<file path="config.mk">
export PLATFORM = sky130hd
export DESIGN_NAME = ftd_mul
export DESIGN_NICKNAME = d
export VERILOG_FILES = /design/src/hdl/ftd_pkg.sv /design/src/hdl/ftd_mul.sv
export SDC_FILE = /design/constraint.sdc
export NUM_CORES = 2
export LEC_CHECK = 0
export CAP_MARGIN = 25
export CORE_MARGIN = 3
export CORE_UTILIZATION = 45
export DETAILED_ROUTE_END_ITERATION = 12
export DONT_BUFFER_PORTS = 1
export GPL_ROUTABILITY_DRIVEN = 1
export PLACE_DENSITY = 0.69
export SLEW_MARGIN = 10
export SYNTH_ARGS = -nofsm -noshare
export SYNTH_HDL_FRONTEND = slang
export SYNTH_SLANG_ARGS = --single-unit
</file>
<file path="constraint.sdc">
create_clock -name aclk -period 9.41 [get_ports aclk]
set_input_delay 0.941 -clock aclk [delete_from_list [all_inputs] [get_ports aclk]]
set_output_delay 0.941 -clock aclk [all_outputs]
set_load 0.005 [all_outputs]
</file>
<file path="src/hdl/ftd_pkg.sv">
// Package for the finite-time tracking differentiator: widths, register
// indexes, sequencer states, control struct, saturation helpers and the
// log2/exp2 tables. No dependencies.
package ftd_pkg;

    localparam int DATA_WIDTH     = 32;
    localparam int FRAC_BITS      = 20;
    localparam int LOG_TABLE_BITS = 8;
    localparam int LOG_Q          = 16;
    localparam int MANT_Q         = 30;
    localparam int TBL_N          = (1 << LOG_TABLE_BITS) + 1;
    localparam int MUL_W          = 33;
    localparam int PROD_W         = 2 * MUL_W;

    localparam logic [2:0] CFG_GAIN_POS_ROLL   = 3'd0;
    localparam logic [2:0] CFG_GAIN_POS_PITCH  = 3'd1;
    localparam logic [2:0] CFG_GAIN_RATE_ROLL  = 3'd2;
    localparam logic [2:0] CFG_GAIN_RATE_PITCH = 3'd3;
    localparam logic [2:0] CFG_TIME_STEP       = 3'd4;
    localparam logic [2:0] CFG_LOW_EXPONENT    = 3'd5;
    localparam logic [2:0] CFG_HIGH_EXPONENT   = 3'd6;

    typedef enum logic [3:0] {
        ST_IDLE, ST_ERR, ST_NORM, ST_LOGM, ST_LOGA,
        ST_ZM, ST_ZR, ST_XM, ST_XR, ST_GM, ST_GA,
        ST_VM, ST_VA, ST_PM, ST_PA, ST_DONE
    } state_t;

    typedef struct packed {
        state_t     state;
        logic       ch;
        logic [1:0] j;
        logic [2:0] k;
        logic       s_ready;
        logic       out_load;
    } ctl_t;

    typedef struct packed {
        logic [30:0] gain_pos_roll;
        logic [30:0] gain_pos_pitch;
        logic [30:0] gain_rate_roll;
        logic [30:0] gain_rate_pitch;
        logic [20:0] time_step;
        logic [14:0] low_exponent;
        logic [15:0] high_exponent;
    } cfg_t;

    typedef logic [16:0] log_tbl_t [TBL_N];
    typedef logic [31:0] exp_tbl_t [TBL_N];

    function automatic logic [63:0] isqrt64(input logic [63:0] n);
        logic [63:0] res;
        logic [63:0] bv;
        logic [63:0] nn;
        res = 64'd0;
        nn  = n;
        for (int i = 0; i < 32; i++) begin
            bv = 64'd1 << (62 - 2 * i);
            if (nn >= res + bv) begin
                nn  = nn - (res + bv);
                res = (res >> 1) + bv;
            end else begin
                res = res >> 1;
            end
        end
        return res;
    endfunction

    function automatic log_tbl_t build_log_rom();
        log_tbl_t    t;
        logic [63:0] y;
        logic [16:0] r;
        for (int i = 0; i < TBL_N - 1; i++) begin
            y = (64'd1 << MANT_Q) + (64'(i) << (MANT_Q - LOG_TABLE_BITS));
            r = '0;
            for (int k = 1; k <= LOG_Q; k++) begin
                y = (y * y) >> MANT_Q;
                if (y >= (64'd2 << MANT_Q)) begin
                    y = y >> 1;
                    r = r | (17'd1 << (LOG_Q - k));
                end
            end
            t[i] = r;
        end
        t[TBL_N - 1] = 17'd1 << LOG_Q;
        return t;
    endfunction

    function automatic exp_tbl_t build_exp_rom();
        exp_tbl_t    t;
        logic [63:0] root [LOG_TABLE_BITS + 1];
        logic [63:0] acc;
        root[0] = 64'd2 << MANT_Q;
        for (int k = 1; k <= LOG_TABLE_BITS; k++) begin
            root[k] = isqrt64(root[k - 1] << MANT_Q);
        end
        for (int i = 0; i < TBL_N - 1; i++) begin
            acc = 64'd1 << MANT_Q;
            for (int k = 0; k < LOG_TABLE_BITS; k++) begin
                if (((i >> k) & 1) != 0) begin
                    acc = (acc * root[LOG_TABLE_BITS - k]) >> MANT_Q;
                end
            end
            t[i] = acc[31:0];
        end
        t[TBL_N - 1] = 32'h8000_0000;
        return t;
    endfunction

    localparam log_tbl_t LOG_ROM = build_log_rom();
    localparam exp_tbl_t EXP_ROM = build_exp_rom();

    localparam logic signed [31:0] VAL_MAX = 32'sh7FFF_FFFF;
    localparam logic signed [31:0] VAL_MIN = 32'sh8000_0000;

    function automatic logic signed [31:0] sat33(input logic signed [32:0] v);
        if (v[32] != v[31]) begin
            return v[32] ? VAL_MIN : VAL_MAX;
        end
        return v[31:0];
    endfunction

    // product magnitude >> FRAC_BITS, capped, then signed and saturated
    function automatic logic signed [31:0] fmul_res(input logic [PROD_W-1:0] p,
                                                    input logic neg);
        logic [PROD_W-FRAC_BITS-1:0] mag;
        mag = p[PROD_W-1:FRAC_BITS];
        if (mag >= (PROD_W-FRAC_BITS)'(64'h8000_0000)) begin
            return neg ? VAL_MIN : VAL_MAX;
        end
        return neg ? -$signed(mag[31:0]) : $signed(mag[31:0]);
    endfunction

    function automatic logic [17:0] rate_exp(input logic [15:0] p);
        logic signed [18:0] q;
        q = $signed({2'b00, p, 1'b0}) - 19'sd16384;
        return q[18] ? 18'd0 : q[17:0];
    endfunction

endpackage

</file>
<file path="src/hdl/ftd_mul.sv">
// Shared signed multiplier with registered product.
// Depends on ftd_pkg.
module ftd_mul import ftd_pkg::*; (
    input  logic                     aclk,
    input  logic signed [MUL_W-1:0]  mul_a,
    input  logic signed [MUL_W-1:0]  mul_b,
    output logic        [PROD_W-1:0] prod
);

    logic [PROD_W-1:0] prod_reg;

    always_ff @(posedge aclk) begin
        prod_reg <= mul_a * mul_b;
    end

    assign prod = prod_reg;

endmodule

</file>
==> out/qor.csv <==
stage;metric;value;unit
synthesis;yosys-top-cells-area;fa_1, inv_1, and2_1;
timing;min_period_over_period;0.946;
worst_setup_path;cp.required;9710;ps
worst_setup_path;end_kind;flip-flop;
timing;hold_viol_final;0;
worst_setup_path;cp_slowest_cell;nor3_1;
timing;setup_viol;0;
synthesis;yosysMostFrequentCell;fa_1;
synthesis;synthArstFlopShare;0;
drt;drt_iter0_drc;1847;
synthesis;ys_seq_area_frac;0.0324;
placement;gp_congestion;0.939;
worst_setup_path;critical_path_class;primary input to flip-flop;
synthesis;netlist_area;0.0407;mm^2
die;rows;109;
synthesis;synth-seq-cells;66;
die;core;0.0891;mm^2
cells_and_area;n_fill_cell;8330;
synthesis;syn_area_per_cell;9.39;um^2
timing;rsz0062_at_grt;false;
timing;period_needed;8900;ps
placement;post-dp-hpwl;85.3;mm
drt;wl_per_cell;19.9;um
clock_network;cts_tree;yes;
cells_and_area;synthToLayoutAreaGrowth;2.48;%
grt;grt_usage;0.240;
grt;grt_pass1_wl;175;mm
grt;antenna_found_initial;2;
drt;routed_wirelength;106;mm
worst_setup_path;cpMostUsedCell;fa_1;
synthesis;synthCells;4338;
cells_and_area;final_layout_size_suffix_gt1_frac;0.0150;
worst_setup_path;crit_arrival;9200;ps
die;initial_core_util;0.457;
clock_network;postCtsHoldBufs;0;
worst_setup_path;slowest_delay;910;ps
synthesis;yosysTopAreaCell;fa_1;
die;dieHeight;307;um
die;dieArea;0.0942;mm^2
synthesis;syn_nets;5767;
timing;max_freq;112;MHz
worst_setup_path;crit_buf_inv;4;
worst_setup_path;crit_fanout;33;
die;die_w;307;um
drt;dr.pass1.iters;5;
synthesis;synth_top_flop_cell;dfxtp_1;
min_path;hold_class;primary input to flip-flop;
grt;grt-busiest-layer;met2;
run;cap_viol_max_count;0;
clock_network;cts_num_sinks;66;
clock_network;cts_resized;0;
clock_network;cts_setup_buffers;0;
worst_setup_path;crit_path_start_kind;primary input;
clock_network;cts_buffers;9;
placement;port_buffers;0;
synthesis;yosys.area.top_type_share;0.563;
die;ios;133;
clock_network;htree_levels;3;
drt;num_vias;28021;
timing;slew_violations;0;
grt;use_met1;0.303;
clock_network;cts_buffer_depth;2;
grt;grt_start_max_net_pins;34;
grt;use_met2;0.412;
drt;route.detailed.drc;0;
synthesis;synth_edf_count;0;
synthesis;yosysWarnings;0;
outcome;status;finished, final reports clean;
grt;gr-usage-met3;0.0437;
cells_and_area;nNetsFinal;5566;
clock_network;clkTransAtPathRegs;80;ps
drt;ant_nets;0;
cells_and_area;largest_register_ffs;66;
timing;tightest_slew;1080;ps
timing;slew-limit-headroom;0.272;
grt;overflow;0;
timing;fin_setup_tns;0;ps
synthesis;ys_types;80;
clock_network;cts_root_buffer;clkbuf_16;
worst_setup_path;cp_cell_sequence;nand2_1 -> inv_1 -> fa_1 -> fa_1 -> fa_1 -> buf_4 -> fa_1 -> fa_1 -> fa_1 -> fa_1 -> inv_1 -> fa_1 -> inv_1 -> ha_1 -> nand3_1 -> nor2_1 -> nand2_1 -> nor3_1 -> o311ai_4 -> nand3_2 -> a211oi_1 -> a311oi_1;
worst_setup_path;crit_family;adder cells;
synthesis;synth_common_cells;fa_1, inv_1, and2_1;
grt;grt_pass1_vias;31600;
drt;viasPerCell;5.28;
final timing paths:
path	from	end	slack [ps]	cells past startpoint
setup / recovery	mul_b[0]	prod[64]	510	22
hold / removal	mul_b[0]	prod[0]	670	1
logic make-up (layout without fill, tap and decap cells):
logic type | Yosys count | after routing | share of synthesized area
buffers and inverters | 1352 | 1156 | 0.125
xor gates and xnor gates | 68 | 68 | 0.0146
other | 0 | 2 | 0
AOI/OAI and AO/OA | 219 | 219 | 0.0407
DFF | 66 | 66 | 0.0324
adders and majority gates | 1362 | 1362 | 0.629
and+or+nand+nor | 1271 | 1271 | 0.158
area by class of cell:
type	instances	area [um^2]	area share
multi-input combinational	2920	34300	0.822
antenna	2	5.00	0.000120
clock inverter	6	90.1	0.00216
sequential	66	1320	0.0317
tap	1165	1460	0.0349
timing repair buffer	9	67.6	0.00162
clock buffer	10	239	0.00573
inverter	1131	4250	0.102
per-stage QoR:
stage,instance area [um^2],hold WS (ps),setup WS [ps],utilization,std cells
global route,41700,669,447,0.469,5307
floorplan,40700,1070,1230,-,4338
global placement,41400,1070,386,0.465,5290
CTS,41700,649,760,0.469,5307
finish,41700,670,505,0.469,5309
detailed placement,41400,1070,372,0.465,5291
routing by layer:
layer	part of all wire	vias up	routed length, um
li1	-	11926	-
met1	0.38	14799	40100
met2	0.51	1083	53600
met3	0.077	211	8130
met4	0.039	2	4080
met5	0.00012	-	13
layout by cell type (no fill, tap or decap), types with 8 or more instances in the layout:
cell type	n
a21o_1	36
a21oi_1	57
a31oi_1	8
and2_1	562
buf_4	9
clkbuf_16	9
dfxtp_1	66
fa_1	1145
ha_1	217
inv_1	1131
nand2_1	551
nand2b_1	12
nand3_1	25
nand4_1	11
nor2_1	68
o21ai_0	25
o21bai_1	11
xnor2_1	43
xor2_1	25
Power is not shown: default switching activity piles up to over one toggle a cycle in this logic, so the estimate is an artifact.
