**src/hdl/ftd_pkg.sv**
```systemverilog
// Package for the finite-time tracking differentiator: widths, register
// indexes, sequencer states, control struct, saturation helpers and the
// log2/exp2 tables. No dependencies.
package ftd_pkg;

    localparam int DATA_WIDTH     = 32;
    localparam int FRAC_BITS      = 20;
    localparam int LOG_TABLE_BITS = 8;
    localparam int LOG_Q          = 16;
    localparam int MANT_Q         = 30;
    localparam int TBL_N          = (1 << LOG_TABLE_BITS) + 1;
    localparam int MUL_W          = 33;
    localparam int PROD_W         = 2 * MUL_W;

    localparam logic [2:0] CFG_GAIN_POS_ROLL   = 3'd0;
    localparam logic [2:0] CFG_GAIN_POS_PITCH  = 3'd1;
    localparam logic [2:0] CFG_GAIN_RATE_ROLL  = 3'd2;
    localparam logic [2:0] CFG_GAIN_RATE_PITCH = 3'd3;
    localparam logic [2:0] CFG_TIME_STEP       = 3'd4;
    localparam logic [2:0] CFG_LOW_EXPONENT    = 3'd5;
    localparam logic [2:0] CFG_HIGH_EXPONENT   = 3'd6;

    typedef enum logic [3:0] {
        ST_IDLE, ST_ERR, ST_NORM, ST_LOGM, ST_LOGA,
        ST_ZM, ST_ZR, ST_XM, ST_XR, ST_GM, ST_GA,
        ST_VM, ST_VA, ST_PM, ST_PA, ST_DONE
    } state_t;

    typedef struct packed {
        state_t     state;
        logic       ch;
        logic [1:0] j;
        logic [2:0] k;
        logic       s_ready;
        logic       out_load;
    } ctl_t;

    typedef struct packed {
        logic [30:0] gain_pos_roll;
        logic [30:0] gain_pos_pitch;
        logic [30:0] gain_rate_roll;
        logic [30:0] gain_rate_pitch;
        logic [20:0] time_step;
        logic [14:0] low_exponent;
        logic [15:0] high_exponent;
    } cfg_t;

    typedef logic [16:0] log_tbl_t [TBL_N];
    typedef logic [31:0] exp_tbl_t [TBL_N];

    function automatic logic [63:0] isqrt64(input logic [63:0] n);
        logic [63:0] res;
        logic [63:0] bv;
        logic [63:0] nn;
        res = 64'd0;
        nn  = n;
        for (int i = 0; i < 32; i++) begin
            bv = 64'd1 << (62 - 2 * i);
            if (nn >= res + bv) begin
                nn  = nn - (res + bv);
                res = (res >> 1) + bv;
            end else begin
                res = res >> 1;
            end
        end
        return res;
    endfunction

    function automatic log_tbl_t build_log_rom();
        log_tbl_t    t;
        logic [63:0] y;
        logic [16:0] r;
        for (int i = 0; i < TBL_N - 1; i++) begin
            y = (64'd1 << MANT_Q) + (64'(i) << (MANT_Q - LOG_TABLE_BITS));
            r = '0;
            for (int k = 1; k <= LOG_Q; k++) begin
                y = (y * y) >> MANT_Q;
                if (y >= (64'd2 << MANT_Q)) begin
                    y = y >> 1;
                    r = r | (17'd1 << (LOG_Q - k));
                end
            end
            t[i] = r;
        end
        t[TBL_N - 1] = 17'd1 << LOG_Q;
        return t;
    endfunction

    function automatic exp_tbl_t build_exp_rom();
        exp_tbl_t    t;
        logic [63:0] root [LOG_TABLE_BITS + 1];
        logic [63:0] acc;
        root[0] = 64'd2 << MANT_Q;
        for (int k = 1; k <= LOG_TABLE_BITS; k++) begin
            root[k] = isqrt64(root[k - 1] << MANT_Q);
        end
        for (int i = 0; i < TBL_N - 1; i++) begin
            acc = 64'd1 << MANT_Q;
            for (int k = 0; k < LOG_TABLE_BITS; k++) begin
                if (((i >> k) & 1) != 0) begin
                    acc = (acc * root[LOG_TABLE_BITS - k]) >> MANT_Q;
                end
            end
            t[i] = acc[31:0];
        end
        t[TBL_N - 1] = 32'h8000_0000;
        return t;
    endfunction

    localparam log_tbl_t LOG_ROM = build_log_rom();
    localparam exp_tbl_t EXP_ROM = build_exp_rom();

    localparam logic signed [31:0] VAL_MAX = 32'sh7FFF_FFFF;
    localparam logic signed [31:0] VAL_MIN = 32'sh8000_0000;

    function automatic logic signed [31:0] sat33(input logic signed [32:0] v);
        if (v[32] != v[31]) begin
            return v[32] ? VAL_MIN : VAL_MAX;
        end
        return v[31:0];
    endfunction

    // product magnitude >> FRAC_BITS, capped, then signed and saturated
    function automatic logic signed [31:0] fmul_res(input logic [PROD_W-1:0] p,
                                                    input logic neg);
        logic [PROD_W-FRAC_BITS-1:0] mag;
        mag = p[PROD_W-1:FRAC_BITS];
        if (mag >= (PROD_W-FRAC_BITS)'(64'h8000_0000)) begin
            return neg ? VAL_MIN : VAL_MAX;
        end
        return neg ? -$signed(mag[31:0]) : $signed(mag[31:0]);
    endfunction

    function automatic logic [17:0] rate_exp(input logic [15:0] p);
        logic signed [18:0] q;
        q = $signed({2'b00, p, 1'b0}) - 19'sd16384;
        return q[18] ? 18'd0 : q[17:0];
    endfunction

endpackage

```
**src/hdl/ftd_cfg.sv**
```systemverilog
// Configuration register file: gains, time step and exponents.
// Depends on ftd_pkg.
module ftd_cfg import ftd_pkg::*; (
    input  logic        aclk,
    input  logic        aresetn,
    input  logic        cfg_wr_en,
    input  logic [2:0]  cfg_index,
    input  logic [30:0] cfg_data,
    output cfg_t        cfg
);

    cfg_t cfg_reg;

    always_ff @(posedge aclk) begin
        if (!aresetn) begin
            cfg_reg.gain_pos_roll   <= 31'd4194304;
            cfg_reg.gain_pos_pitch  <= 31'd4194304;
            cfg_reg.gain_rate_roll  <= 31'd5242880;
            cfg_reg.gain_rate_pitch <= 31'd5242880;
            cfg_reg.time_step       <= 21'd20972;
            cfg_reg.low_exponent    <= 15'd11469;
            cfg_reg.high_exponent   <= 16'd19661;
        end else if (cfg_wr_en) begin
            unique case (cfg_index)
                CFG_GAIN_POS_ROLL:   cfg_reg.gain_pos_roll   <= cfg_data;
                CFG_GAIN_POS_PITCH:  cfg_reg.gain_pos_pitch  <= cfg_data;
                CFG_GAIN_RATE_ROLL:  cfg_reg.gain_rate_roll  <= cfg_data;
                CFG_GAIN_RATE_PITCH: cfg_reg.gain_rate_pitch <= cfg_data;
                CFG_TIME_STEP:       cfg_reg.time_step       <= cfg_data[20:0];
                CFG_LOW_EXPONENT:    cfg_reg.low_exponent    <= cfg_data[14:0];
                CFG_HIGH_EXPONENT:   cfg_reg.high_exponent   <= cfg_data[15:0];
                default: ;
            endcase
        end
    end

    assign cfg = cfg_reg;

endmodule

```
**config.mk**
```make
export PLATFORM = sky130hd
export DESIGN_NAME = ftd_cfg
export DESIGN_NICKNAME = d
export VERILOG_FILES = /design/src/hdl/ftd_pkg.sv /design/src/hdl/ftd_cfg.sv
export SDC_FILE = /design/constraint.sdc
export NUM_CORES = 1
export LEC_CHECK = 0
export ABC_AREA = 1
export BUFFER_PORTS_ARGS = -buffer_cell sky130_fd_sc_hd__buf_2
export CAP_MARGIN = 10
export CORE_MARGIN = 2
export CORE_UTILIZATION = 50
export DETAILED_ROUTE_END_ITERATION = 16
export PLACE_DENSITY = 0.81
export SETUP_SLACK_MARGIN = 0.1
export SYNTH_ARGS = -nofsm -noshare
export SYNTH_HDL_FRONTEND = slang
export SYNTH_SLANG_ARGS = --single-unit
```
**constraint.sdc**
```tcl
create_clock -name aclk -period 1.7 [get_ports aclk]
set_clock_uncertainty 0.05 [all_clocks]
set_input_delay 0.51 -clock aclk [delete_from_list [all_inputs] [get_ports aclk]]
set_output_delay 0.51 -clock aclk [all_outputs]
set_load 0.03 [all_outputs]
```
==> results_dict.tcl, run 1 <==
set metrics [dict create \
    hold_buffers 0 \
    cpLargestDelayFamily "flip-flops" \
    postSynthCellCount 977 \
    syn_nets 1014 \
    die_h_um 121 \
    wl_per_cell_um 15.2 \
    grt_pass1_vias 6243 \
    clock_sinks 176 \
    stdcell_area_um2 8880 \
    vias 6915 \
    syn_to_final_growth_pct 30.2 \
    grt-ovfl-total 0 \
    place_inst 1325 \
    path_cells "buf_2" \
    fin_crit_sh_pct 92.4 \
    min_path_type "in -> reg" \
    powerDensity_nw_per_um2 1080 \
    synth_flop_cell "dfxtp_1" \
    fp.coreArea_um2 13300 \
    path_max_fanout 2 \
    worstHoldPathCells 3 \
    routed_wl_um 20700 \
    r2r-start "cfg[148]" \
    maxCapViolations 0 \
    crit_required_ns 1.14 \
    worst_path_max_delay_cell "dfxtp_1" \
    run_status "completed" \
    end_kind "output port" \
    antenna_found_initial 0 \
    r2r_cells 2 \
    floorplan.die.width_um 121 \
    place_ws_ns 0.0501 \
    netlist_area_um2 6820 \
    final_antenna_net_count 0 \
    firstDrtPassIters 7 \
    peakVddDrop_v 0.000776 \
    rows 42 \
    start_util_pct 51.3 \
    yosysWarnings 0 \
    ys_seq_area_share_pct 51.6 \
    grt_use_total_pct 28.5 \
    rsz0062_at_grt "false" \
    synth-edff-count 0 \
    fin_crit_ns 1.57 \
    synth_common_cells "nor2_1 (299), nand2_1 (219), dfxtp_1 (176), nand3_1 (176), buf_2 (39)" \
    synth_area_leaders "dfxtp_1 (52%), nor2_1 (16%), nand3_1 (13%)" \
    worstSetupPathType "reg -> out" \
    placedInstanceArea_um2 8260 \
    max-slew-margin-rel_pct 70.9 \
    setup_viol 0 \
    critPathArrivalTime_ns 1.01 \
    ys_async_sr_fraction_pct 0 \
    tns_ns 0 \
    place.gp.congestion 0.878 \
    num-fill-cells 1153 \
    grt_start_max_net_pins 59 \
    h-tree-depth 4 \
    post-route-drc-count 0 \
    cts_buffer_depth 2 \
    clkTransAtPathRegs_ns 0.07 \
    hpwl_um 14200 \
    clockRootBuffer "clkbuf_16" \
    fin_ws_ns 0.130 \
    cts_tree "built" \
    regToRegSetupSlack_ns 0.96 \
    min-delay-start "cfg_data[5]" \
    portBuffers 212 \
    min_delay_worst_endpoint "cfg[36]" \
    yosysTopAreaCellShare_pct 51.6 \
    yosysMostFrequentCell "nor2_1" \
    dieArea_um2 14600 \
    hold_viol_final 0 \
    ys_ff_latch 176 \
    grt_pass1_wl_um 32300 \
    synth_top_cell_by_area "dfxtp_1" \
    num_io_pins 213 \
    worst-path-buf-inv 1 \
    insertion_delay_ns 0.43 \
    viasPerCell 5.10 \
    slowest_delay_ns 0.36 \
    drive_above_1_share_pct 24.0 \
    largest_reg_flops 176 \
    postCtsResizedCells 0 \
    layout.nets 1205 \
    drt-initial-drc-count 688 \
    finalNonFillerCells 1357 \
    start_kind "flip-flop" \
    avgSynthCellArea_um2 6.98 \
    numCtsBuffers 17 \
    final_max_slew_viol_count 0 \
    n_antenna_cell 0 \
    r2r_end "cfg[148]" \
    cellLeakagePower_nw 4.39 \
    tightest_slew_ns 0.437 \
    cts_setup_buffers 0 \
    max_freq_mhz 637 \
    ys_types 11 \
]
report_power, final:
| group | switching [mW] | internal (mW) |
|---|---|---|
| clock | 1.69 | 2.33 |
| combinational | 0.864 | 0.372 |
| sequential | 0.0768 | 4.27 |
placed cells by master (no fill, tap or decap):
cell,n
inv_2,3
buf_4,10
nand3_1,176
nor2_1,293
clkbuf_4,7
inv_1,33
clkbuf_16,17
bufinv_16,3
buf_12,18
nor2_2,6
nand2_1,219
dfxtp_1,176
clkinv_2,2
clkinvlp_4,3
inv_6,3
clkinv_4,4
nor2_4,4
buf_2,204
area by class of cell:
type | count | area [um2] | share of cell area (%)
clock buffer | 17 | 425 | 4.79
clock inverter | 15 | 184 | 2.07
inverter | 36 | 135 | 1.52
multi-input combinational | 698 | 2890 | 32.5
sequential | 176 | 3520 | 39.7
tap | 176 | 220 | 2.48
timing repair buffer | 239 | 1510 | 17.0
cell families after synthesis:
family,count (synthesis),synth area share (%)
DFF,176,51.6
buffers and inverters,103,6.60
and+or+nand+nor,698,41.8
stage by stage:
stage,hold slack [ns],power [mW],utilization (%)
after floorplan,0.541,5.22,-
after global placement,0.383,5.64,62.1
after detailed placement,0.388,5.66,62.1
after CTS,0.243,9.63,66.7
after global routing,0.258,9.94,66.8
final,0.253,9.60,66.8
how the worst max path moves through the flow:
| stage | from | to | slack (ns) | cells after the start |
|---|---|---|---|---|
| after global placement | cfg_index[2] | cfg[43] | 0.09 | 7 |
| final | cfg[82] | cfg[82] | 0.13 | 1 |
| after detailed placement | cfg_index[2] | cfg[37] | 0.05 | 7 |
| after CTS | cfg[55] | cfg[55] | 0.12 | 1 |
| after floorplan | aresetn | cfg[0] | 0.31 | 4 |
| after global routing | cfg[152] | cfg[152] | 0.10 | 1 |
metal layers:
| metal | vias to the layer above | part of all wire (%) | GRT usage [%] |
|---|---|---|---|
| li1 | 3418 | - | - |
| met1 | 3117 | 41 | 36.4 |
| met2 | 333 | 46 | 44.7 |
| met3 | 47 | 9.4 | 8.35 |
| met4 | 0 | 3.3 | 12.6 |
| met5 | - | 0 | 0 |
worst register-to-register path, cell delays in order (launching register included):
cell and delay (ns):
dfxtp_1 0.32, nor2_1 0.17, nor2_1 0.09
Note: power is estimated with default switching activity, not from simulation.
==> inputs of run 2 (changes only) <==
CELL_PAD_IN_SITES_DETAIL_PLACEMENT = 1   (was default)
CELL_PAD_IN_SITES_GLOBAL_PLACEMENT = 2   (was default)
CORE_UTILIZATION = 27   (was 50)
PLACE_DENSITY = 0.82   (was 0.81)
==> run 2 against run 1 <==
Via count hardly changed. Cell count is 13% higher. Global-route usage is 9.1 points lower. Sequential share of layout area is 1.6 points lower. Routed wire length is 24% higher. Sequential power hardly changed. Non-clock buffer count is 13 higher. Die area is 82% higher. Combinational power is 6% higher. Clock-buffer cell count stayed put. First-iteration DRC count is 38% lower. Critical path type unchanged.
==> results_dict.tcl, run 2 (synthesized netlist as in run 1, its figures left out) <==
set metrics [dict create \
    run_status "completed" \
    critPathArrivalTime_ns 1.02 \
    whs_ns 0.241 \
    firstDrtPassIters 4 \
    portBuffers 212 \
    tightest_slew_ns 0.450 \
    fin_crit_ns 1.58 \
    routed_wl_um 25600 \
    path_cells "buf_4" \
    post-route-drc-count 0 \
    path_max_fanout 2 \
    die_h_um 163 \
    worst-path-buf-inv 1 \
    hpwl_um 18300 \
    vias 6918 \
    largest_reg_flops 176 \
    h-tree-depth 4 \
    max-slew-margin-rel_pct 70.0 \
    wl_per_cell_um 16.8 \
    num_io_pins 213 \
    numCtsBuffers 17 \
    tns_ns 0 \
    drive_above_1_share_pct 25.0 \
    hold_viol_final 0 \
    layout_common_cells "nor2_1 (292), nand2_1 (219), buf_2 (182), nand3_1 (176), dfxtp_1 (175)" \
    clkTransAtPathRegs_ns 0.08 \
    antenna_found_initial 1 \
    layout.nets 1218 \
    drt-initial-drc-count 429 \
    final_max_slew_viol_count 0 \
    syn_to_final_growth_pct 35.6 \
    grt_pass1_wl_um 39500 \
    viasPerCell 4.53 \
    grt_pass1_vias 6870 \
    rsz0062_at_grt "false" \
    cts_setup_buffers 0 \
    place_inst 1492 \
    cts_tree "built" \
    fin_ws_ns 0.124 \
    finalNonFillerCells 1527 \
    insertion_delay_ns 0.42 \
    final_common_cell "nor2_1" \
    maxCapViolations 0 \
    cts_buffer_depth 2 \
    dieArea_um2 26600 \
    start_util_pct 27.3 \
    rows 58 \
    crit_required_ns 1.14 \
    place.gp.congestion 0.756 \
    floorplan.die.width_um 163 \
    start_kind "flip-flop" \
    cellLeakagePower_nw 4.47 \
    clockRootBuffer "clkbuf_16" \
    worst_path_max_delay_cell "dfxtp_1" \
    fin_crit_sh_pct 92.7 \
    r2r-start "cfg[30]" \
    grt_start_max_net_pins 36 \
    final_antenna_net_count 0 \
    peakVddDrop_v 0.000521 \
    place_ws_ns 0.0392 \
    grt_use_total_pct 19.5 \
    fp.coreArea_um2 25000 \
    final_util_pct 37.1 \
    setup_viol 0 \
    clock_sinks 176 \
    min_path_type "in -> reg" \
    hold_buffers 0 \
    cpLargestDelayFamily "flip-flops" \
    slowest_delay_ns 0.40 \
    critPathLaunch "cfg[30]" \
    worstSetupPathType "reg -> out" \
    min-delay-start "cfg_data[12]" \
    powerDensity_nw_per_um2 1040 \
    max_freq_mhz 635 \
    end_kind "output port" \
    grt-ovfl-total 0 \
]
==> run 2: changes by cell type in the layout (fill, tap and decap cells not counted), moves of 2 or more <==
cell	delta
buf_12	+2
buf_2	-22
buf_4	+23
bufinv_16	-3
clkbuf_4	+9
clkinv_2	-2
clkinv_8	+4
clkinvlp_4	-2
diode_2	+3
inv_8	+5
==> run 2: metrics by stage <==
step,area [um2],power (mW)
4_1_cts,9200,9.78
3_3_place_gp,8580,5.74
3_5_place_dp,8580,5.75
2_1_floorplan,6820,5.22
6_report,9260,9.66
5_1_grt,9250,10.1
==> run 2: final cells by class <==
cell class	count	area [um2]
diodes	3	7.51
multi-input cells	698	2890
clock buffers	17	425
well taps	330	413
inverters	36	135
clock inverters	15	173
repair buffers	252	1690
fillers	3171	15700
flip-flops and latches	176	3520
==> run 2: power by group <==
| group | switching [mW] | internal (mW) |
|---|---|---|
| combinational | 0.902 | 0.405 |
| sequential | 0.0817 | 4.27 |
| clock | 2.01 | 1.99 |
==> run 2: path summary, 6_finish.rpt <==
| check | end | slack, ns | cells after the start |
|---|---|---|---|
| worst max-delay path | cfg[30] | 0.12 | 1 |
| worst min-delay path | cfg[43] | 0.24 | 3 |
| worst max register to register | cfg[30] | 1.02 | 2 |
| worst min register to register | cfg[16] | 0.41 | 2 |
==> run 2: layer usage <==
layer | track usage [%] | up-vias | part of all wire, %
met2 | 31.1 | 146 | 46
li1 | - | 3451 | -
met1 | 26.5 | 3298 | 48
met5 | 0 | - | 0
met3 | 4.07 | 23 | 5.3
met4 | 5.75 | 0 | 1.5
==> run 2: tightest hold or removal path, delay by kind of cell <==
kind	cells	cell delay, ns
buf+inv	1	0.09
simple gates	2	0.10
==> run 2: timing repair <==
item                       4_1_cts  5_1_grt
cloned                           0        0
hold endpoints to repair         0        0
setup endpoints to repair        8       22
gates resized for setup          8       27
==> inputs of run 3 (changes only) <==
CORE_MARGIN = 3   (was 2)
TNS_END_PERCENT = 30   (was default)
==> run 3 against run 2 <==
First-iteration DRC count decreased by 19%. Utilization fell by 0.095 points. Die area is 2.5% higher. Hold slack better by 0.0079 ns. Combinational power fell by 3%.
==> results_dict.tcl, run 3 (synthesized netlist as in run 1, its figures left out) <==
set metrics [dict create \
    tns_ns 0 \
    max-slew-margin-rel_pct 72.4 \
    grt_use_total_pct 18.8 \
    worst_path_max_delay_cell "dfxtp_1" \
    routed_wl_um 25500 \
    path_cells "buf_2" \
    largest_reg_flops 176 \
    cts_buffer_depth 2 \
    worstHoldPathCells 3 \
    hold_viol_final 0 \
    multiInputGateArea_um2 2890 \
    start_util_pct 27.7 \
    powerDensity_nw_per_um2 1060 \
    drive_above_1_share_pct 24.4 \
    r2r_cells 2 \
    clockRootBuffer "clkbuf_16" \
    min_delay_worst_endpoint "cfg[43]" \
    crit_required_ns 1.14 \
    min-delay-start "cfg_data[12]" \
    regToRegSetupSlack_ns 1.03 \
    clock_sinks 176 \
    hpwl_um 18200 \
    grt_start_max_net_pins 70 \
    critPathArrivalTime_ns 1.01 \
    dieArea_um2 27200 \
    cellLeakagePower_nw 4.42 \
    end_kind "output port" \
    layout_common_cells "nor2_1 (293), nand2_1 (219), buf_2 (200), nand3_1 (176), dfxtp_1 (176)" \
    portBuffers 212 \
    grt_pass1_vias 6881 \
    r2r_end "cfg[12]" \
    num-fill-cells 3121 \
    slowest_delay_ns 0.37 \
    antenna_found_initial 1 \
    hold_buffers 0 \
    fp.coreArea_um2 24600 \
    total_power_mw 9.64 \
    maxCapViolations 0 \
    final_common_cell "nor2_1" \
    grt-ovfl-total 0 \
    drt-initial-drc-count 346 \
    h-tree-depth 4 \
    worstSetupPathType "reg -> out" \
    cpLargestDelayFamily "flip-flops" \
    numCtsBuffers 17 \
    grt_pass1_wl_um 39200 \
    floorplan.die.width_um 165 \
    post-route-drc-count 0 \
    wl_per_cell_um 16.9 \
    final_antenna_net_count 0 \
    seq_area_um2 3520 \
    die_h_um 165 \
    tightest_slew_ns 0.413 \
    viasPerCell 4.49 \
    rsz0062_at_grt "true" \
    syn_to_final_growth_pct 33.4 \
    vias 6783 \
    cts_tree "built" \
    firstDrtPassIters 4 \
    insertion_delay_ns 0.42 \
    num_io_pins 213 \
    layout.nets 1211 \
    min_path_type "in -> reg" \
    worst-path-buf-inv 1 \
    peakVddDrop_v 0.000494 \
    start_kind "flip-flop" \
    rows 57 \
    place.gp.congestion 0.779 \
    path_max_fanout 2 \
    r2r-start "cfg[12]" \
    run_status "completed" \
    max_freq_mhz 637 \
    setup_viol 0 \
    final_max_slew_viol_count 0 \
    fin_crit_sh_pct 92.4 \
    fin_crit_ns 1.57 \
    clkTransAtPathRegs_ns 0.08 \
]
==> run 3: changes by cell type in the layout (fill, tap and decap cells not counted), moves of 2 or more <==
cell / delta
buf_12: -3
buf_2: +18
buf_4: -7
clkbuf_4: -15
clkinv_2: +2
clkinv_4: -2
clkinv_8: -2
diode_2: -2
inv_6: +4
inv_8: -2
==> run 3: metrics by stage <==
step                instances  worst slack, ns  util [%]  hold WS, ns  area [um2]
floorplan                 977            0.313         -        0.541        6820
global placement         1479           0.0753      34.5        0.385        8480
detailed placement       1479           0.0139      34.5        0.398        8480
CTS                      1511           0.0955      36.9        0.232        9070
global route             1512           0.0727      37.0        0.252        9100
finish                   1512            0.129      37.0        0.249        9100
==> run 3: worst max path at each step <==
stage | start | slack [ns] | depth (start not counted) | endpoint
after floorplan | aresetn | 0.31 | 4 | cfg[0]
after global placement | cfg_index[2] | 0.08 | 7 | cfg[10]
after detailed placement | cfg_index[2] | 0.01 | 7 | cfg[2]
after CTS | cfg[81] | 0.1 | 1 | cfg[81]
after global routing | cfg[111] | 0.07 | 1 | cfg[111]
final | cfg[149] | 0.13 | 1 | cfg[149]
==> run 3: area by class of cell <==
type | instances | area share, %
inverter | 36 | 1.48
clock buffer | 17 | 4.67
multi-input combinational | 698 | 31.7
tap | 324 | 4.45
timing repair buffer | 245 | 17.1
antenna | 1 | 0.0275
sequential | 176 | 38.7
clock inverter | 15 | 1.84
==> run 3: per-layer routing <==
layer  GRT usage, %  up-vias  part of all wire, %
li1               -     3430                    -
met1           25.8     3188                   48
met2           29.7      149                   46
met3           4.31       16                  5.3
met4           4.69        0                  1.1
met5              0        -                    0
==> run 3: timing repair <==
| action | in CTS | in global routing |
|---|---|---|
| gates resized for setup | 1 | 19 |
| setup endpoints to repair | 4 | 36 |
| buffers inserted | 0 | 0 |
==> run 3: power breakdown <==
group          leakage [nW]  switching, mW  internal (mW)
Clock                 0.295           1.92           2.10
Sequential             1.43         0.0835           4.27
Combinational          2.70          0.889          0.378
