### src/hdl/ftd_pkg.sv
// Package for the finite-time tracking differentiator: widths, register
// indexes, sequencer states, control struct, saturation helpers and the
// log2/exp2 tables. No dependencies.
package ftd_pkg;

    localparam int DATA_WIDTH     = 32;
    localparam int FRAC_BITS      = 20;
    localparam int LOG_TABLE_BITS = 8;
    localparam int LOG_Q          = 16;
    localparam int MANT_Q         = 30;
    localparam int TBL_N          = (1 << LOG_TABLE_BITS) + 1;
    localparam int MUL_W          = 33;
    localparam int PROD_W         = 2 * MUL_W;

    localparam logic [2:0] CFG_GAIN_POS_ROLL   = 3'd0;
    localparam logic [2:0] CFG_GAIN_POS_PITCH  = 3'd1;
    localparam logic [2:0] CFG_GAIN_RATE_ROLL  = 3'd2;
    localparam logic [2:0] CFG_GAIN_RATE_PITCH = 3'd3;
    localparam logic [2:0] CFG_TIME_STEP       = 3'd4;
    localparam logic [2:0] CFG_LOW_EXPONENT    = 3'd5;
    localparam logic [2:0] CFG_HIGH_EXPONENT   = 3'd6;

    typedef enum logic [3:0] {
        ST_IDLE, ST_ERR, ST_NORM, ST_LOGM, ST_LOGA,
        ST_ZM, ST_ZR, ST_XM, ST_XR, ST_GM, ST_GA,
        ST_VM, ST_VA, ST_PM, ST_PA, ST_DONE
    } state_t;

    typedef struct packed {
        state_t     state;
        logic       ch;
        logic [1:0] j;
        logic [2:0] k;
        logic       s_ready;
        logic       out_load;
    } ctl_t;

    typedef struct packed {
        logic [30:0] gain_pos_roll;
        logic [30:0] gain_pos_pitch;
        logic [30:0] gain_rate_roll;
        logic [30:0] gain_rate_pitch;
        logic [20:0] time_step;
        logic [14:0] low_exponent;
        logic [15:0] high_exponent;
    } cfg_t;

    typedef logic [16:0] log_tbl_t [TBL_N];
    typedef logic [31:0] exp_tbl_t [TBL_N];

    function automatic logic [63:0] isqrt64(input logic [63:0] n);
        logic [63:0] res;
        logic [63:0] bv;
        logic [63:0] nn;
        res = 64'd0;
        nn  = n;
        for (int i = 0; i < 32; i++) begin
            bv = 64'd1 << (62 - 2 * i);
            if (nn >= res + bv) begin
                nn  = nn - (res + bv);
                res = (res >> 1) + bv;
            end else begin
                res = res >> 1;
            end
        end
        return res;
    endfunction

    function automatic log_tbl_t build_log_rom();
        log_tbl_t    t;
        logic [63:0] y;
        logic [16:0] r;
        for (int i = 0; i < TBL_N - 1; i++) begin
            y = (64'd1 << MANT_Q) + (64'(i) << (MANT_Q - LOG_TABLE_BITS));
            r = '0;
            for (int k = 1; k <= LOG_Q; k++) begin
                y = (y * y) >> MANT_Q;
                if (y >= (64'd2 << MANT_Q)) begin
                    y = y >> 1;
                    r = r | (17'd1 << (LOG_Q - k));
                end
            end
            t[i] = r;
        end
        t[TBL_N - 1] = 17'd1 << LOG_Q;
        return t;
    endfunction

    function automatic exp_tbl_t build_exp_rom();
        exp_tbl_t    t;
        logic [63:0] root [LOG_TABLE_BITS + 1];
        logic [63:0] acc;
        root[0] = 64'd2 << MANT_Q;
        for (int k = 1; k <= LOG_TABLE_BITS; k++) begin
            root[k] = isqrt64(root[k - 1] << MANT_Q);
        end
        for (int i = 0; i < TBL_N - 1; i++) begin
            acc = 64'd1 << MANT_Q;
            for (int k = 0; k < LOG_TABLE_BITS; k++) begin
                if (((i >> k) & 1) != 0) begin
                    acc = (acc * root[LOG_TABLE_BITS - k]) >> MANT_Q;
                end
            end
            t[i] = acc[31:0];
        end
        t[TBL_N - 1] = 32'h8000_0000;
        return t;
    endfunction

    localparam log_tbl_t LOG_ROM = build_log_rom();
    localparam exp_tbl_t EXP_ROM = build_exp_rom();

    localparam logic signed [31:0] VAL_MAX = 32'sh7FFF_FFFF;
    localparam logic signed [31:0] VAL_MIN = 32'sh8000_0000;

    function automatic logic signed [31:0] sat33(input logic signed [32:0] v);
        if (v[32] != v[31]) begin
            return v[32] ? VAL_MIN : VAL_MAX;
        end
        return v[31:0];
    endfunction

    // product magnitude >> FRAC_BITS, capped, then signed and saturated
    function automatic logic signed [31:0] fmul_res(input logic [PROD_W-1:0] p,
                                                    input logic neg);
        logic [PROD_W-FRAC_BITS-1:0] mag;
        mag = p[PROD_W-1:FRAC_BITS];
        if (mag >= (PROD_W-FRAC_BITS)'(64'h8000_0000)) begin
            return neg ? VAL_MIN : VAL_MAX;
        end
        return neg ? -$signed(mag[31:0]) : $signed(mag[31:0]);
    endfunction

    function automatic logic [17:0] rate_exp(input logic [15:0] p);
        logic signed [18:0] q;
        q = $signed({2'b00, p, 1'b0}) - 19'sd16384;
        return q[18] ? 18'd0 : q[17:0];
    endfunction

endpackage

### src/hdl/ftd_ctrl.sv
// Sequencer: steps the channel, exponent and normalize counters through
// the shared datapath. Depends on ftd_pkg.
module ftd_ctrl import ftd_pkg::*; (
    input  logic aclk,
    input  logic aresetn,
    input  logic s_valid,
    input  logic out_free,
    output ctl_t ctl
);

    state_t     state_reg, state_next;
    logic       ch_reg, ch_next;
    logic [1:0] j_reg, j_next;
    logic [2:0] k_reg, k_next;

    always_ff @(posedge aclk) begin
        if (!aresetn) begin
            state_reg <= ST_IDLE;
            ch_reg    <= 1'b0;
            j_reg     <= 2'd0;
            k_reg     <= 3'd0;
        end else begin
            state_reg <= state_next;
            ch_reg    <= ch_next;
            j_reg     <= j_next;
            k_reg     <= k_next;
        end
    end

    always_comb begin
        state_next = state_reg;
        ch_next    = ch_reg;
        j_next     = j_reg;
        k_next     = k_reg;
        unique case (state_reg)
            ST_IDLE: begin
                if (s_valid) begin
                    state_next = ST_ERR;
                    ch_next    = 1'b0;
                end
            end
            ST_ERR: begin
                state_next = ST_NORM;
                k_next     = 3'd0;
            end
            ST_NORM: begin
                if (k_reg == 3'd4) begin
                    state_next = ST_LOGM;
                end else begin
                    k_next = k_reg + 3'd1;
                end
            end
            ST_LOGM: state_next = ST_LOGA;
            ST_LOGA: begin
                state_next = ST_ZM;
                j_next     = 2'd0;
            end
            ST_ZM: state_next = ST_ZR;
            ST_ZR: state_next = ST_XM;
            ST_XM: state_next = ST_XR;
            ST_XR: state_next = ST_GM;
            ST_GM: state_next = ST_GA;
            ST_GA: begin
                if (j_reg == 2'd1) begin
                    state_next = ST_VM;
                end else if (j_reg == 2'd3) begin
                    state_next = ST_PM;
                end else begin
                    state_next = ST_ZM;
                    j_next     = j_reg + 2'd1;
                end
            end
            ST_VM: state_next = ST_VA;
            ST_VA: begin
                state_next = ST_ZM;
                j_next     = 2'd2;
            end
            ST_PM: state_next = ST_PA;
            ST_PA: begin
                if (ch_reg) begin
                    state_next = ST_DONE;
                end else begin
                    state_next = ST_ERR;
                    ch_next    = 1'b1;
                end
            end
            ST_DONE: begin
                if (out_free) state_next = ST_IDLE;
            end
            default: state_next = ST_IDLE;
        endcase
    end

    always_comb begin
        ctl.state    = state_reg;
        ctl.ch       = ch_reg;
        ctl.j        = j_reg;
        ctl.k        = k_reg;
        ctl.s_ready  = (state_reg == ST_IDLE);
        ctl.out_load = (state_reg == ST_DONE) && out_free;
    end

endmodule

### config.mk
export PLATFORM = sky130hd
export DESIGN_NAME = ftd_ctrl
export DESIGN_NICKNAME = d
export VERILOG_FILES = /design/src/hdl/ftd_pkg.sv /design/src/hdl/ftd_ctrl.sv
export SDC_FILE = /design/constraint.sdc
export NUM_CORES = 1
export LEC_CHECK = 0
export BUFFER_PORTS_ARGS = -buffer_cell sky130_fd_sc_hd__buf_2
export CAP_MARGIN = 20
export CORE_UTILIZATION = 45
export CTS_CLUSTER_DIAMETER = 200
export DETAILED_ROUTE_END_ITERATION = 8
export PLACE_DENSITY = 0.72
export SLEW_MARGIN = 25
export SYNTH_ARGS = -nofsm -noshare
export SYNTH_HDL_FRONTEND = slang
export SYNTH_SLANG_ARGS = --single-unit
### constraint.sdc
create_clock -name aclk -period 1.3 [get_ports aclk]
set_input_delay 0.13 -clock aclk [delete_from_list [all_inputs] [get_ports aclk]]
set_output_delay 0.13 -clock aclk [all_outputs]
set_load 0.01 [all_outputs]
==> results of run 1 <==
what timing repair did:
item,CTS,global route
pin swaps,3,9
setup buffers,1,6
setup endpoints to repair,5,8
hold buffers,0,0
resized for setup,12,19
layout make-up:
cell class,instances,share of cell area
Sequential cell,10,0.203
Inverter,5,0.0197
Clock buffer,4,0.0336
Tap cell,15,0.0174
Multi-Input combinational cell,64,0.469
Timing Repair Buffer,38,0.257
path summary, 6_finish.rpt:
kind	startpoint	end	slack, ns	cells after the start
hold / removal	s_valid	state_reg[0]$_SDFFE_PN0P_	0.15	2
setup / recovery	j_reg[1]$_SDFFE_PN0P_	j_reg[0]$_SDFFE_PN0P_	-0.03	4
hold reg to reg	k_reg[2]$_SDFFE_PN0P_	k_reg[2]$_SDFFE_PN0P_	0.52	1
setup reg to reg	j_reg[1]$_SDFFE_PN0P_	j_reg[0]$_SDFFE_PN0P_	-0.03	4
logic make-up (layout without fill, tap and decap cells):
| group | after synthesis | after routing | synth area share |
|---|---|---|---|
| AND/OR/NAND/NOR | 33 | 33 | 0.255 |
| XOR/XNOR | 1 | 1 | 0.0132 |
| multiplexers | 1 | 1 | 0.0151 |
| buffers and inverters | 11 | 47 | 0.0756 |
| flip-flops | 10 | 10 | 0.302 |
| adder cells (fa/ha/maj) | 4 | 4 | 0.0756 |
| AO/OA/AOI/OAI | 25 | 25 | 0.263 |
worst max-delay path, stage by stage (launching register included):
cell and delay (ns):
sky130_fd_sc_hd__dfxtp_4 0.37, sky130_fd_sc_hd__ha_4 0.17, sky130_fd_sc_hd__o31a_1 0.28, sky130_fd_sc_hd__o31a_1 0.23, sky130_fd_sc_hd__o21a_1 0.17
layout by cell type (no fill, tap or decap), types with 2 or more instances in the layout:
| cell | count |
|---|---|
| sky130_fd_sc_hd__o21ai_0 | 2 |
| sky130_fd_sc_hd__o211ai_1 | 2 |
| sky130_fd_sc_hd__o41ai_1 | 2 |
| sky130_fd_sc_hd__nor2_1 | 6 |
| sky130_fd_sc_hd__buf_4 | 19 |
| sky130_fd_sc_hd__clkbuf_4 | 3 |
| sky130_fd_sc_hd__nand2_1 | 5 |
| sky130_fd_sc_hd__and2b_2 | 2 |
| sky130_fd_sc_hd__o21ai_1 | 2 |
| sky130_fd_sc_hd__buf_6 | 4 |
| sky130_fd_sc_hd__nor2_4 | 3 |
| sky130_fd_sc_hd__dfxtp_1 | 3 |
| sky130_fd_sc_hd__o21a_1 | 2 |
| sky130_fd_sc_hd__o31a_1 | 3 |
| sky130_fd_sc_hd__ha_4 | 3 |
| sky130_fd_sc_hd__inv_1 | 3 |
| sky130_fd_sc_hd__nand2_2 | 2 |
| sky130_fd_sc_hd__dfxtp_4 | 4 |
| sky130_fd_sc_hd__buf_2 | 14 |
| sky130_fd_sc_hd__a21oi_1 | 5 |
| sky130_fd_sc_hd__dfxtp_2 | 3 |
| sky130_fd_sc_hd__nand3_1 | 4 |
power by group:
part | switching [µW] | internal [µW]
Clock | 123 | 171
Combinational | 199 | 219
Sequential | 27.2 | 327
layer usage:
metal / up-vias / GRT usage
met3: 5 / 0.0500
met2: 14 / 0.425
li1: 375 / -
met1: 331 / 0.321
met4: 0 / 0.125
met5: - / 0
stage by stage:
stage          total power, µW  setup TNS [ns]  worst slack (ns)  hold WS (ns)
2_1_floorplan              524         -0.0111           -0.0111         0.326
3_3_place_gp               644        -0.00316          -0.00236         0.430
3_5_place_dp               649         -0.0267           -0.0137         0.435
4_1_cts                    961         -0.0192           -0.0119         0.142
5_1_grt                   1120          -0.197           -0.0635         0.171
6_report                  1070         -0.0419           -0.0301         0.146
==> results list, run 1 <==
- Global-route wire length before repair: 2700 µm
* Number of global-route vias before repair: 625
* Final instance area: 1080 µm²
- H-tree levels: 1
- Leading cell type by number of instances after synthesis: sky130_fd_sc_hd__dfxtp_1
* Final net count: 130
* Number of routed nets with antenna violations: 0
* Area of the placeable core: 1330 µm²
* Clock buffers created by TritonCTS: 3
- Count of buffers inserted at the top-level ports: 15
- Run status: finished with violations
* Startpoint class of the critical path: register
* Leakage power summed over all cells: 0.000475 µW
- Uppermost routed layer: met4
- Final setup margin: -0.0301 ns
- The register with the most flip-flops in the layout has 4 of them.
* Clk slew on worst S/H paths: 0.07 ns
- In this run the deepest clock path goes through 2 buffers.
- Worst Hold Class: in2reg
- During I/O placement, the number of pins put on the boundary was 16.
- Critical Path Sink Type: register
- Average instance area after synthesis: 7.79 µm²
* Sequential cell area fraction in the yosys report: 0.302
- Floorplan row count: 13
- The wire-length estimate of the detail-placed layout is 1240 µm.
* Distinct cell type count after synthesis: 33
- Antenna violations before repair: 0
- The repair_antennas step left the layout with diodes totalling 0.
- Pwr Density: 987 nW/µm²
* Area fraction of the dominant cell type after synthesis: 0.302
- Setup violations remaining at the end of the flow were counted as 2.
* Area of the die: 1630 µm²
- In the synthesized netlist the async set-or-reset flop fraction comes to 0.
* Yosys synthesis warning count: 0
* Detailed-route DRC error count: 0
- Worst Path Max Fanout: 4
- The checks that failed: setup timing.
* Average routed wire per standard cell: 14.2 µm
* WS Path Type: reg2reg
* Clk_lat worst skew: 0.28 ns
- Arrival time at the worst endpoint: 1.50 ns
- Total overflow reported by the global router: 0
- For the worst setup path, the data required time is 1.47 ns.
* Proportion of layout cells with a drive suffix above 1: 0.562
- Max-Cap Viols: 0
- The total count of max-transition violations in the final report came to 0.
- In the detailed route, the total length drawn on met2 is 923 µm.
- Min cycle time layout: 1.33 ns
- After detailed routing, the total wire length is 1930 µm.
- Most used standard cells in the synthesized netlist: sky130_fd_sc_hd__dfxtp_1, sky130_fd_sc_hd__nor2_1, sky130_fd_sc_hd__nand2_1
* Drt first pass iters: 4
- Detailed-routed wire length on met3: 43 µm
- sky130_fd_sc_hd__dfxtp_1 takes more of the synthesized area than any other cell.
- For this block, wires on met1 add up to 927 µm.
- Starting utilization of the core area: 0.496
- Synthesis produced 85 cells.
* GRT Total Usage: 0.259
* Main area contributors after synthesis: sky130_fd_sc_hd__dfxtp_1, sky130_fd_sc_hd__ha_1, sky130_fd_sc_hd__nor2_1, sky130_fd_sc_hd__a21oi_1, sky130_fd_sc_hd__nand2_1
* Clk sinks: 10
* Clock tree root buffer cell: sky130_fd_sc_hd__clkbuf_4
- Measured on the finished design, the core utilization comes to 0.810.
* #FFs+latches synth: 10
- Area growth syn-to-layout: 63.1%
- Across the VDD grid, the largest voltage drop is 0.712 mV.
* Placer's final routability congestion estimate: 0.819
- The hold violation count in the final report was 0.
- Pin count of the biggest net entering global routing: 14
* Register area: 219 µm²
- Across all layers, the routed design uses 725 vias.
* Die X: 40.4 µm
- Leaving out filler cells and counting taps, the final layout contains 136.
- Summing all placed instances gives a cell area of 898 µm².
- Slew of the pin with the lowest slew margin: 0.472 ns
* Die Span Y: 40.4 µm
- Setup repair after global routing could not meet its margin everywhere.
- Dividing the final minimum period by the clock period gives 1.02.
- Achievable frequency: 752 MHz
- Area used by multi-input combinational logic: 507 µm²
- The filler cells instantiated in the layout total 88.
- After synthesis the cells add up to 662 µm².
- Dividing the detail-routed via count by the number of cells gives 5.33.
- Headroom to the max-slew limit came out at 0.681.
* TritonCTS clock tree: built
- Among all flip-flop cells after synthesis, the most frequent one is sky130_fd_sc_hd__dfxtp_1.
- Across the routed clock network, the largest skew measured is 0.00711 ns.
- Yosys mapped a number of flops with a built-in enable equal to 0.
- After detailed placement, the design holds a cell count of 125.
- Synthesis produced a netlist with a net count of 93.
* Number of DRC markers in iteration 0: 21
Note: power is estimated with default switching activity, not from simulation.
==> run 2, diff against run 1 <==
Settings changed: GPL_TIMING_DRIVEN from default to 0.
==> results list, run 2 (same netlist as run 1, synthesis figures left out) <==
* Violations in the final reports: setup timing
- Of the available clock period, the critical path in the final layout requires 1.06.
* Area of the placeable core: 1330 µm²
- Slew of the pin with the lowest slew margin: 0.438 ns
- Buffers inserted during clock tree synthesis total 3.
* Startpoint class of the critical path: register
- Standard cell with the maximum stage delay on the critical path: sky130_fd_sc_hd__dfxtp_4
- For the worst setup path, the data arrival time is 1.54 ns.
- Slowest stage delay, CP: 0.38 ns
* Pwr Density: 919 nW/µm²
- Final hold slack: 0.183 ns
- Placed cells: 114
* Fin Setup TNS: -0.174 ns
- Achievable frequency: 726 MHz
- The routed design has 1820 µm of wire.
- Number of routed nets with antenna violations: 0
* Count of hold buffers inserted by post-cts repair: 0
* IO Count: 16
- The flow ran to the end, but the final reports show violations.
- The repair_antennas step left the layout with diodes totalling 0.
- Number of global-route vias before repair: 546
- Average routed wire per standard cell: 14.8 µm
- Summing internal, switching and leakage power gives 884 µW.
* Max-Cap Viols: 0
* Floorplan row count: 13
- Relative to the synthesized area, the layout overhead comes to 45.4%.
- The congestion estimate from routability-driven global placement came to 0.801.
- Area used by multi-input combinational logic: 514 µm²
- Measured along the x axis, the die boundary spans 40.4 µm.
- The detailed router placed 704 vias in this run.
* Antenna violations before repair: 0
* Final setup violating endpoints: 3
* Worst slew margin: 0.704
- Walking the worst path, the cells encountered are inv_2 -> ha_4 -> o31a_1 -> o31a_1 -> o21a_1.
- Worst Path Max Fanout: 4
* TritonCTS clock tree: built
- Clock tree root buffer cell: sky130_fd_sc_hd__clkbuf_4
- The worst setup path is of the reg2reg kind.
- For the worst setup path, the data required time is 1.46 ns.
- In the post-route analysis, the smallest setup slack over all paths is -0.0773 ns.
- Area of the die: 1630 µm²
* Max Root-Sink Buffers: 2
- The hold violation count in the final report was 0.
* Worst Hold Class: in2reg
- The first detailed-routing pass took 4 iterations.
- Final net count: 117
* Clk_lat worst skew: 0.27 ns
- The top cell types in the final layout, fill and taps aside, are sky130_fd_sc_hd__buf_2, sky130_fd_sc_hd__buf_4, sky130_fd_sc_hd__nand2_1, sky130_fd_sc_hd__nor2_1, sky130_fd_sc_hd__a21oi_1.
* Clk sinks: 10
* Slack of the worst reg-to-reg path: -0.08 ns
* Top cell family by delay on the critical path: compound AO/OA/AOI/OAI gates
- At the end of the flow the core is filled with cells to 0.721.
- In the routed design, unresolved DRC markers number 0.
- Number of non-filler instances in the completed layout: 123
- Unrepaired setup endpoints after global routing: yes
- Register area: 220 µm²
- Total overflow reported by the global router: 0
- Clock Skew: 0.00168 ns
* Clk slew on worst S/H paths: 0.07 ns
- The smallest clock period supported by the final layout is computed as 1.38 ns.
- Number of flip-flops in the largest register: 4
- Number of DRC markers in iteration 0: 22
* HPWL after detailed placement: 1120 µm
* Critical Path Sink Type: register
* Library cell appearing most often on the critical path: sky130_fd_sc_hd__o31a_1
- The number of buffers and inverters on the critical path is 1.
- CTS built an H-tree with a depth of 1.
- Entering global routing, the biggest net connects 11 pins.
- Of the cells placed in the final design, the portion with a size suffix greater than 1 is 0.463.
- Most common cell after layout, fill and taps aside: sky130_fd_sc_hd__buf_2
- Using the TritonRoute via totals, the vias-per-cell ratio works out to 5.72.
* Fillcell total: 102
* Count of buffers inserted at the top-level ports: 14
- Number of max-slew violations in the final report: 0
- Leakage power summed over all cells: 0.000390 µW
* IR Drop Worst-Case VDD: 0.563 mV
- For this configuration, the core starts out at a cell density of 0.496.
* Die Span Y: 40.4 µm
* GRT Total Usage: 0.231
- The first global-routing pass estimated 2450 µm of wire.
## run 2: cell count changes in the layout (fill, tap and decap cells not counted), sizes merged
cell    change
buf        -14
clkbuf      +1
## run 2: final cells by class
type                            instances  share of cell area
Buffer                                  6              0.0585
Clock buffer                            4              0.0273
Inverter                                5              0.0195
Multi-Input combinational cell         64               0.534
Sequential cell                        10               0.229
Tap cell                               15              0.0195
Timing Repair Buffer                   19               0.112
## run 2: worst register-to-register path: stages, from the launching register on
cell and delay, ns:
sky130_fd_sc_hd__dfxtp_4 0.38, sky130_fd_sc_hd__inv_2 0.05, sky130_fd_sc_hd__ha_4 0.17, sky130_fd_sc_hd__o31a_1 0.25
sky130_fd_sc_hd__o31a_1 0.24, sky130_fd_sc_hd__o21a_1 0.18
## run 2: report_power, final
part           internal, µW  leakage, µW  switching [µW]
sequential              323    0.0000859            26.4
clock                   119    0.0000150             115
combinational           120     0.000289             181
total                   562     0.000390             322
## run 2: final timing paths
kind | cells after the start | endpoint | startpoint
setup / recovery | 5 | j_reg[0]$_SDFFE_PN0P_ | j_reg[1]$_SDFFE_PN0P_
setup reg to reg | 5 | j_reg[0]$_SDFFE_PN0P_ | j_reg[1]$_SDFFE_PN0P_
hold reg to reg | 2 | k_reg[1]$_SDFFE_PN0P_ | k_reg[1]$_SDFFE_PN0P_
hold / removal | 2 | state_reg[0]$_SDFFE_PN0P_ | s_valid
## run 2: per-stage QoR
stage / instance area [µm²] / worst slack, ns
after floorplan: 703 / -0.0111
after global placement: 792 / -0.0246
after detailed placement: 792 / -0.0525
after CTS: 860 / -0.0654
after global routing: 962 / -0.129
final: 962 / -0.0773
## run 2: timing repair
| item | CTS | global route |
|---|---|---|
| gates resized for setup | 15 | 15 |
| pin swaps | 0 | 2 |
| buffers inserted | 0 | 5 |
| setup endpoints to repair | 5 | 8 |
## run 2: metal layers
| layer | wire length (µm) | GRT usage | up-vias |
|---|---|---|---|
| li1 | - | - | 348 |
| met1 | 828 | 0.307 | 324 |
| met2 | 850 | 0.353 | 26 |
| met3 | 99 | 0.0500 | 6 |
| met4 | 40 | 0.100 | 0 |
| met5 | 0 | 0 | - |
==> run 3, diff against run 2 <==
Settings changed: PLACE_DENSITY 0.72 to 0.8.
==> results list, run 3 (same netlist as run 1, synthesis figures left out) <==
* Fillcell total: 90
- In this run the remaining antenna-violating nets after routing total 0.
* Final count of hold timing violations: 0
- Max-Cap Viols: 0
- Number of max-slew violations in the final report: 0
* Antenna violations before repair: 0
* Area after DPL: 792 µm²
* Worst slew margin: 0.673
* Worst Path Max Fanout: 5
* Pwr Density: 912 nW/µm²
- Power after layout: 930 µW
- Final instance area: 1020 µm²
- Average routed wire per standard cell: 15.9 µm
- TritonCTS clock tree: built
- Max Root-Sink Buffers: 2
- Input and output buffers added on the ports amount to 14.
- Global-route wire length before repair: 2680 µm
- Unrepaired setup endpoints after global routing: yes
- Number of flip-flops in the largest register: 4
- Pin count of the biggest net entering global routing: 11
- The worst hold path belongs to the class in2reg.
* Final net count: 122
- Arrival time at the worst endpoint: 1.49 ns
- The run finished, with violations left.
- Number of DRC markers in iteration 0: 25
- Placer's final routability congestion estimate: 0.830
* Detailed-route DRC error count: 0
- The clock reaches the later pin of the worst-skew pair after 0.27 ns.
* Routed Wire Length: 2040 µm
* Area of the placeable core: 1330 µm²
- The worst register-to-register path begins at j_reg[0]$_SDFFE_PN0P_.
- The die covers 1630 µm².
- Number of global-route vias before repair: 611
* Area growth syn-to-layout: 54.1%
- Clock tree root buffer cell: sky130_fd_sc_hd__clkbuf_4
- Die Span Y: 40.4 µm
- Critical Path Sink Type: register
* Floorplan row count: 13
- Min cycle time layout: 1.33 ns
- Pre-CTS setup slack: -0.0509 ns
- Of the total power, combinational logic draws 0.369.
* Startpoint class of the critical path: register
- Met3 Track Usage GR: 0.0333
- HPWL after detailed placement: 1180 µm
- For the pin with the worst max-slew slack, the measured transition is 0.491 ns.
* Data required time of the worst path: 1.46 ns
- Of the total power, the share spent switching nets is 0.369.
- IO Count: 16
- For this configuration, the core starts out at a cell density of 0.496.
* Leakage power summed over all cells: 0.000424 µW
- Based on the critical path, the design can be clocked at up to 753 MHz.
- Register area: 223 µm²
- For this block, the via count after detailed routing is 756.
* Clock buffers created by TritonCTS: 3
- In this run the worst setup path begins at j_reg[0]$_SDFFE_PN0P_.
- The library cells used most frequently in the layout, excluding fill and tap cells, are sky130_fd_sc_hd__buf_2, sky130_fd_sc_hd__buf_4, sky130_fd_sc_hd__nor2_1.
- Violations in the final reports: setup timing
- Clk slew on worst S/H paths: 0.07 ns
* Number of inserted diodes: 0
- WS Path Type: reg2reg
- Global routing finished with a remaining overflow of 0.
- Summed over all nets, the switching power comes to 343 µW.
* Die X: 40.4 µm
- Capturing instance or port of the critical path: j_reg[0]$_SDFFE_PN0P_
- Grt met1 use: 0.329
- Via/cell ratio: 5.91
* Number of cells on the worst reg-to-reg path: 4
- The internal portion of the total power is 587 µW.
- Clock skew on the completed layout was measured at 0.00216 ns.
- H-tree levels: 1
- Final setup margin: -0.0279 ns
- IR Drop Worst-Case VDD: 0.547 mV
- GRT Total Usage: 0.249
* Period utilization: 1.02
* Area used by multi-input combinational logic: 528 µm²
* Proportion of layout cells with a drive suffix above 1: 0.531
- Destination of the worst register-to-register timing path: j_reg[0]$_SDFFE_PN0P_
* Slack of the worst reg-to-reg path: -0.03 ns
- Of the total power, registers draw 0.382.
- The first detailed-routing pass took 4 iterations.
* Final core utilization: 0.765
* Most common cell after layout, fill and taps aside: sky130_fd_sc_hd__buf_2
* Final setup violating endpoints: 3
- Busiest layer in global routing: met2
- In the global route stage, met2 resource usage came out at 0.397.
- Clk sinks: 10
- Share of total power in the clock network: 0.250
run 3: per-stage QoR:
step	TNS, ns	cells	hold WS, ns
after detailed placement	-0.114	114	0.437
after global placement	-0.0500	114	0.431
final	-0.0512	128	0.168
after floorplan	-0.0111	85	0.326
after global routing	-0.191	128	0.180
after CTS	-0.0480	123	0.161
run 3: final cells by class:
cell class | instances | share of cell area
Multi-Input combinational cell | 64 | 0.518
Sequential cell | 10 | 0.218
Timing Repair Buffer | 24 | 0.142
Buffer | 6 | 0.0589
Clock buffer | 4 | 0.0258
Inverter | 5 | 0.0184
Tap cell | 15 | 0.0184
run 3: worst min path at each step:
stage	from	endpoint	slack (ns)	cells past startpoint
floorplan	s_valid	state_reg[0]$_SDFFE_PN0P_	0.33	1
global placement	s_valid	state_reg[0]$_SDFFE_PN0P_	0.43	2
detailed placement	s_valid	state_reg[0]$_SDFFE_PN0P_	0.44	2
CTS	s_valid	state_reg[0]$_SDFFE_PN0P_	0.16	2
global route	s_valid	state_reg[0]$_SDFFE_PN0P_	0.18	2
finish	s_valid	state_reg[0]$_SDFFE_PN0P_	0.17	2
run 3: power by group through the flow:
| stage | logic, µW | clock network (µW) | registers (µW) |
|---|---|---|---|
| 4_1_cts | 271 | 238 | 348 |
| 6_report | 343 | 232 | 355 |
| 3_3_place_gp | 237 | 0 | 350 |
| 5_1_grt | 368 | 248 | 357 |
| 3_5_place_dp | 242 | 0 | 354 |
| 2_1_floorplan | 167 | 0 | 357 |
run 3: per-layer routing:
metal,up-vias,part of all wire
met5,-,0
met4,0,0.018
met3,6,0.055
met2,36,0.50
met1,351,0.43
li1,363,-
run 3: critical path, stage by stage, from the launching register on:
cell and delay, ns:
sky130_fd_sc_hd__dfxtp_4 0.37, sky130_fd_sc_hd__ha_4 0.17, sky130_fd_sc_hd__o31a_1 0.28, sky130_fd_sc_hd__o31a_1 0.23
sky130_fd_sc_hd__o21a_1 0.16
run 3: what timing repair did:
item                                   4_1_cts  5_1_grt
endpoints found under the hold margin        0        0
cloned                                       0        0
hold buffers                                 0        0
resized for setup                           21       16
pin swaps                                    5        4
setup endpoints to repair                    5        7
setup buffers                                5        5
